--- config.mk ---
export PLATFORM = sky130hd
export DESIGN_NAME = aasa_queue
export DESIGN_NICKNAME = d
export VERILOG_FILES = /design/src/rtl/core/aasa_pkg.sv /design/src/rtl/core/aasa_queue.sv
export SDC_FILE = /design/constraint.sdc
export NUM_CORES = 1
export LEC_CHECK = 0
export ABC_CLOCK_PERIOD_IN_PS = 2300
export BUFFER_PORTS_ARGS = -buffer_cell sky130_fd_sc_hd__buf_2
export CAP_MARGIN = 20
export CELL_PAD_IN_SITES_DETAIL_PLACEMENT = 2
export CELL_PAD_IN_SITES_GLOBAL_PLACEMENT = 2
export CORE_MARGIN = 2
export CORE_UTILIZATION = 44
export DETAILED_ROUTE_END_ITERATION = 10
export HOLD_SLACK_MARGIN = 0.1
export PLACE_DENSITY_LB_ADDON = 0.1
export SYNTH_ARGS = -nofsm -noshare
export SYNTH_HDL_FRONTEND = slang
export SYNTH_SLANG_ARGS = --single-unit
--- constraint.sdc ---
create_clock -name clk -period 2.3 [get_ports clk]
set_clock_uncertainty 0.2 [all_clocks]
set_input_delay 0.23 -clock clk [delete_from_list [all_inputs] [get_ports clk]]
set_output_delay 0.23 -clock clk [all_outputs]
set_load 0.02 [all_outputs]
--- src/rtl/core/aasa_pkg.sv ---
// ----------------------------------------------------------------------------
// aasa_pkg
// Shared constants, types and helpers of the aligned audio source averager.
// ----------------------------------------------------------------------------
package aasa_pkg;

	localparam int SOURCES     = 8;
	localparam int FIFO_DEPTH  = 1024;
	localparam int QUEUE_DEPTH = 4;

	localparam int SRC_W    = 3;
	localparam int SAMPLE_W = 16;
	localparam int MASK_W   = 8;
	localparam int LIMIT_W  = 11;
	localparam int ADDR_W   = 3;
	localparam int DATA_W   = 32;

	localparam int PTR_W     = $clog2(FIFO_DEPTH);
	localparam int FILL_W    = $clog2(FIFO_DEPTH + 1);
	localparam int CNT_W     = $clog2(SOURCES + 1);
	localparam int SUM_W     = SAMPLE_W + $clog2(SOURCES);
	localparam int DIV_SHIFT = SUM_W + $clog2(SOURCES);
	localparam int REC_W     = DIV_SHIFT + 1;
	localparam int PROD_W    = SUM_W + REC_W;
	localparam int QPTR_W    = $clog2(QUEUE_DEPTH);
	localparam int QCNT_W    = $clog2(QUEUE_DEPTH + 1);
	localparam int CMP_W     = (FILL_W > LIMIT_W) ? FILL_W : LIMIT_W;
	localparam int EXT_W     = (SOURCES > MASK_W) ? SOURCES : MASK_W;

	localparam logic [MASK_W-1:0]  MASK_RESET  = MASK_W'(1);
	localparam logic [LIMIT_W-1:0] LIMIT_RESET = LIMIT_W'(16);

	typedef enum logic [0:0] {
		REG_ACTIVE_MASK  = 1'b0,
		REG_RESYNC_LIMIT = 1'b1
	} reg_idx_t;

	typedef enum logic [2:0] {
		ST_TAKE,
		ST_READ,
		ST_SUM,
		ST_DIV,
		ST_EMIT
	} state_t;

	// one accepted word as it travels from front to back
	typedef struct packed {
		logic [SRC_W-1:0]           source;
		logic signed [SAMPLE_W-1:0] sample;
		logic                       keep;
	} word_t;

	function automatic logic [SOURCES-1:0] usable_mask(input logic [MASK_W-1:0] mask);
		logic [EXT_W-1:0] ext;
		ext = EXT_W'(mask);
		return ext[SOURCES-1:0];
	endfunction

	function automatic logic [PTR_W-1:0] next_ptr(input logic [PTR_W-1:0] p);
		return (p == PTR_W'(FIFO_DEPTH - 1)) ? '0 : p + 1'b1;
	endfunction

endpackage

--- src/rtl/core/aasa_queue.sv ---
// ----------------------------------------------------------------------------
// aasa_queue
// Short queue of classified words between the front and the back.
// ----------------------------------------------------------------------------
module aasa_queue (
	input  logic           clk,
	input  logic           arst_n,
	input  logic           push,
	input  aasa_pkg::word_t word_in,
	output logic           full,
	input  logic           pop,
	output logic           valid,
	output aasa_pkg::word_t word_out
);
	import aasa_pkg::*;

	word_t              mem_q [QUEUE_DEPTH];
	logic [QPTR_W-1:0]  wr_ptr_q;
	logic [QPTR_W-1:0]  rd_ptr_q;
	logic [QCNT_W-1:0]  count_q;

	function automatic logic [QPTR_W-1:0] qnext(input logic [QPTR_W-1:0] p);
		return (p == QPTR_W'(QUEUE_DEPTH - 1)) ? '0 : p + 1'b1;
	endfunction

	assign full     = (count_q == QCNT_W'(QUEUE_DEPTH));
	assign valid    = (count_q != '0);
	assign word_out = mem_q[rd_ptr_q];

	always_ff @(posedge clk) begin
		if (push) begin
			mem_q[wr_ptr_q] <= word_in;
		end
	end

	always_ff @(posedge clk or negedge arst_n) begin
		if (!arst_n) begin
			wr_ptr_q <= '0;
			rd_ptr_q <= '0;
			count_q  <= '0;
		end else begin
			if (push) begin
				wr_ptr_q <= qnext(wr_ptr_q);
			end
			if (pop) begin
				rd_ptr_q <= qnext(rd_ptr_q);
			end
			if (push && !pop) begin
				count_q <= count_q + 1'b1;
			end else if (pop && !push) begin
				count_q <= count_q - 1'b1;
			end
		end
	end

endmodule

==> metrics.yaml <==
die_h_um: 90.7
cp-start-kind: "flip-flop"
portBuffers: 45
h-tree-depth: 3
reg2reg_depth: 2
period_minus_slack_ns: 2.17
dr.max_layer_used: "met4"
cts_tree: "yes"
grt_usage_pct: 18.7
io_pins: 46
cp_data_required_time_ns: 1.87
syn_inst: 141
status: "finished, final reports clean"
synthTopCellsByCount: "edfxtp_1, mux4_2, dfrtp_1, ha_1, inv_1"
drc: 0
synth_top_cell_area_share_pct: 72.6
finalPower_w: 0.00492
routedWlPerCell_um: 20.8
rsz0062_at_grt: "false"
drive_above_1_share_pct: 39.7
swShare_pct: 32.7
endpoint_kind: "output port"
setup_viol: 0
min_from: "count_q[2]$_DFFE_PN0P_"
ys_seq_area_share_pct: 77.9
synth_cell_types: 19
synth_warnings: 0
dr_wl_met3_um: 208
initial_core_util_pct: 45.6
p_per_area_mw_per_mm2: 1180
vdd.ir_drop.worst_v: 0.000480
max_cap_viol_count: 0
core-area_mm2: 0.00725
cp_max_fo: 8
maxSlewHeadroom_pct: 30.7
fin_setup_tns_ns: 0
final_nets: 258
fin_cells: 331
first_global_vias: 1908
wl_met2_um: 3840
cts_root_buf: "clkbuf_8"
clock_latency_ns: 0.35
path_clk_slew_ns: 0.09
synth_nets: 172
antenna_cells: 0
drv_slew: 0
synth-edff-count: 80
drtPass1Iterations: 4
finalHoldViolCount: 0
pwr-share-comb_pct: 33.7
grt_pass1_wl_um: 11100
yosysMostFrequentCell: "edfxtp_1"
gp_congestion: 0.710
hold_depth: 1
cts.sinks: 87
dp_hpwl_um: 4680
place_inst: 291
fin_crit_sh_pct: 94.4
overflow: 0
holdPathEnd: "count_q[2]$_DFFE_PN0P_"
syn-cell-area_mm2: 0.00331
die_area_mm2: 0.00823
syn_avg_cell_area_um2: 23.5
p_sw_w: 0.00161
hold_path.class: "reg2reg"
rr_endpoint: "mem_q[3][14]$_DFFE_PP_"
ys_ff_latch: 87
m1WireLength_um: 2750
die_w_um: 90.7
routed_via_density: 5.05
yosys-top-cells-area: "edfxtp_1, mux4_2, dfrtp_1, ha_1, mux4_1"
p_leak_nw: 1.50
wl_um: 6880
seqPwrFrac_pct: 44.7
vias: 1670
r2r_start: "wr_ptr_q[1]$_DFFE_PN0P_"
critPathArrivalTime_ns: 1.74
async_flop_share_pct: 8.05
fin_util_pct: 57.3
synthFlopType: "edfxtp_1"
critical_path_class: "reg2out"
r2r_slack_ns: 0.32
clock_power_share_pct: 21.6
tightest_slew_ns: 1.04
cts_buffers: 9
first_iter_violations: 70
area_growth_pct: 25.6
clock.fmax_mhz: 461
drt.antenna.violating_nets: 0
antenna_found_initial: 0
p_int_w: 0.00331
grt_max_degree: 21
ctsLongestPathBuffers: 2
yosys.area.top_type: "edfxtp_1"
rows: 31
==> worst max-delay path, stage by stage (launching register included) <==
cell,delay (ns)
dfrtp_2,0.46
buf_6,0.20
mux4_1,0.56
buf_2,0.18
==> cell families (layout without fill, tap and decap cells) <==
family	count (synthesis)	after routing	share of synthesized area, %
AO/OA/AOI/OAI	2	2	0.303
adder cells (fa/ha/maj)	7	7	2.88
XOR/XNOR	3	3	0.795
multiplexers	23	23	14.9
buffers and inverters	9	100	1.55
AND/OR/NAND/NOR	10	10	1.66
flip-flops	87	87	77.9
==> power groups by stage <==
stage               clock network [W]  logic [W]  registers [W]
floorplan                           0    0.00113        0.00216
global placement                    0    0.00158        0.00220
detailed placement                  0    0.00166        0.00224
CTS                           0.00108    0.00170        0.00221
global route                  0.00114    0.00181        0.00224
finish                        0.00106    0.00166        0.00220
==> flip-flops by register name, summed over array words and instances, names as in the netlist <==
register	count
mem_q	80
count_q	3
wr_ptr_q	2
rd_ptr_q	2
==> cell usage in the layout (no fill, tap or decap) <==
master / n
and2_1: 4
buf_12: 1
buf_2: 45
buf_4: 8
buf_6: 1
bufinv_16: 1
clkbuf_1: 1
clkbuf_8: 9
clkinv_2: 1
clkinv_4: 1
clkinvlp_4: 1
dfrtp_1: 6
dfrtp_2: 1
dlygate4sd3_1: 24
edfxtp_1: 80
fa_1: 1
ha_1: 6
inv_1: 5
inv_6: 2
mux2_2: 3
mux4_1: 2
mux4_2: 18
nand2_1: 1
nand3_1: 1
nor2_1: 2
nor3b_1: 1
o21ai_0: 2
or3_1: 1
xnor2_1: 1
xor2_1: 2
==> metal layers <==
| metal | track usage [%] | vias to the layer above |
|---|---|---|
| li1 | - | 748 |
| met2 | 33.9 | 36 |
| met1 | 21.4 | 878 |
| met5 | 0 | - |
| met3 | 4.34 | 8 |
| met4 | 7.31 | 0 |
==> timing repair <==
item,4_1_cts,5_1_grt
endpoints found under the hold margin,91,0
resized for setup,1,1
hold buffers,24,0
setup buffers,0,0
setup endpoints to repair,2,1
==> metrics by stage <==
step | hold slack, ns | setup WS, ns | instance area, µm²
2_1_floorplan | -0.266 | 0.579 | 3310
3_3_place_gp | -0.130 | 0.362 | 3710
3_5_place_dp | -0.125 | 0.281 | 3710
4_1_cts | 0.286 | 0.0452 | 4150
5_1_grt | 0.339 | 0.0344 | 4150
6_report | 0.282 | 0.129 | 4150
==> layout make-up <==
class,count,area [µm²]
Clock inverter,6,68.8
Timing Repair Buffer,79,557
Tap cell,99,124
Multi-Input combinational cell,45,678
Sequential cell,87,2580
Inverter,5,18.8
Clock buffer,10,128
Fill cell,611,3100
==> worst max path at each step <==
stage | start | to | slack (ns) | cells past startpoint
floorplan | wr_ptr_q[0]$_DFFE_PN0P_ | mem_q[2][0]$_DFFE_PP_ | 0.58 | 3
global placement | wr_ptr_q[0]$_DFFE_PN0P_ | mem_q[3][17]$_DFFE_PP_ | 0.36 | 2
detailed placement | wr_ptr_q[1]$_DFFE_PN0P_ | mem_q[3][10]$_DFFE_PP_ | 0.28 | 2
CTS | rd_ptr_q[0]$_DFFE_PN0P_ | word_out[1] | 0.05 | 3
global route | rd_ptr_q[0]$_DFFE_PN0P_ | word_out[1] | 0.03 | 3
finish | rd_ptr_q[0]$_DFFE_PN0P_ | word_out[1] | 0.13 | 3
Note: power is estimated with default switching activity, not from simulation.
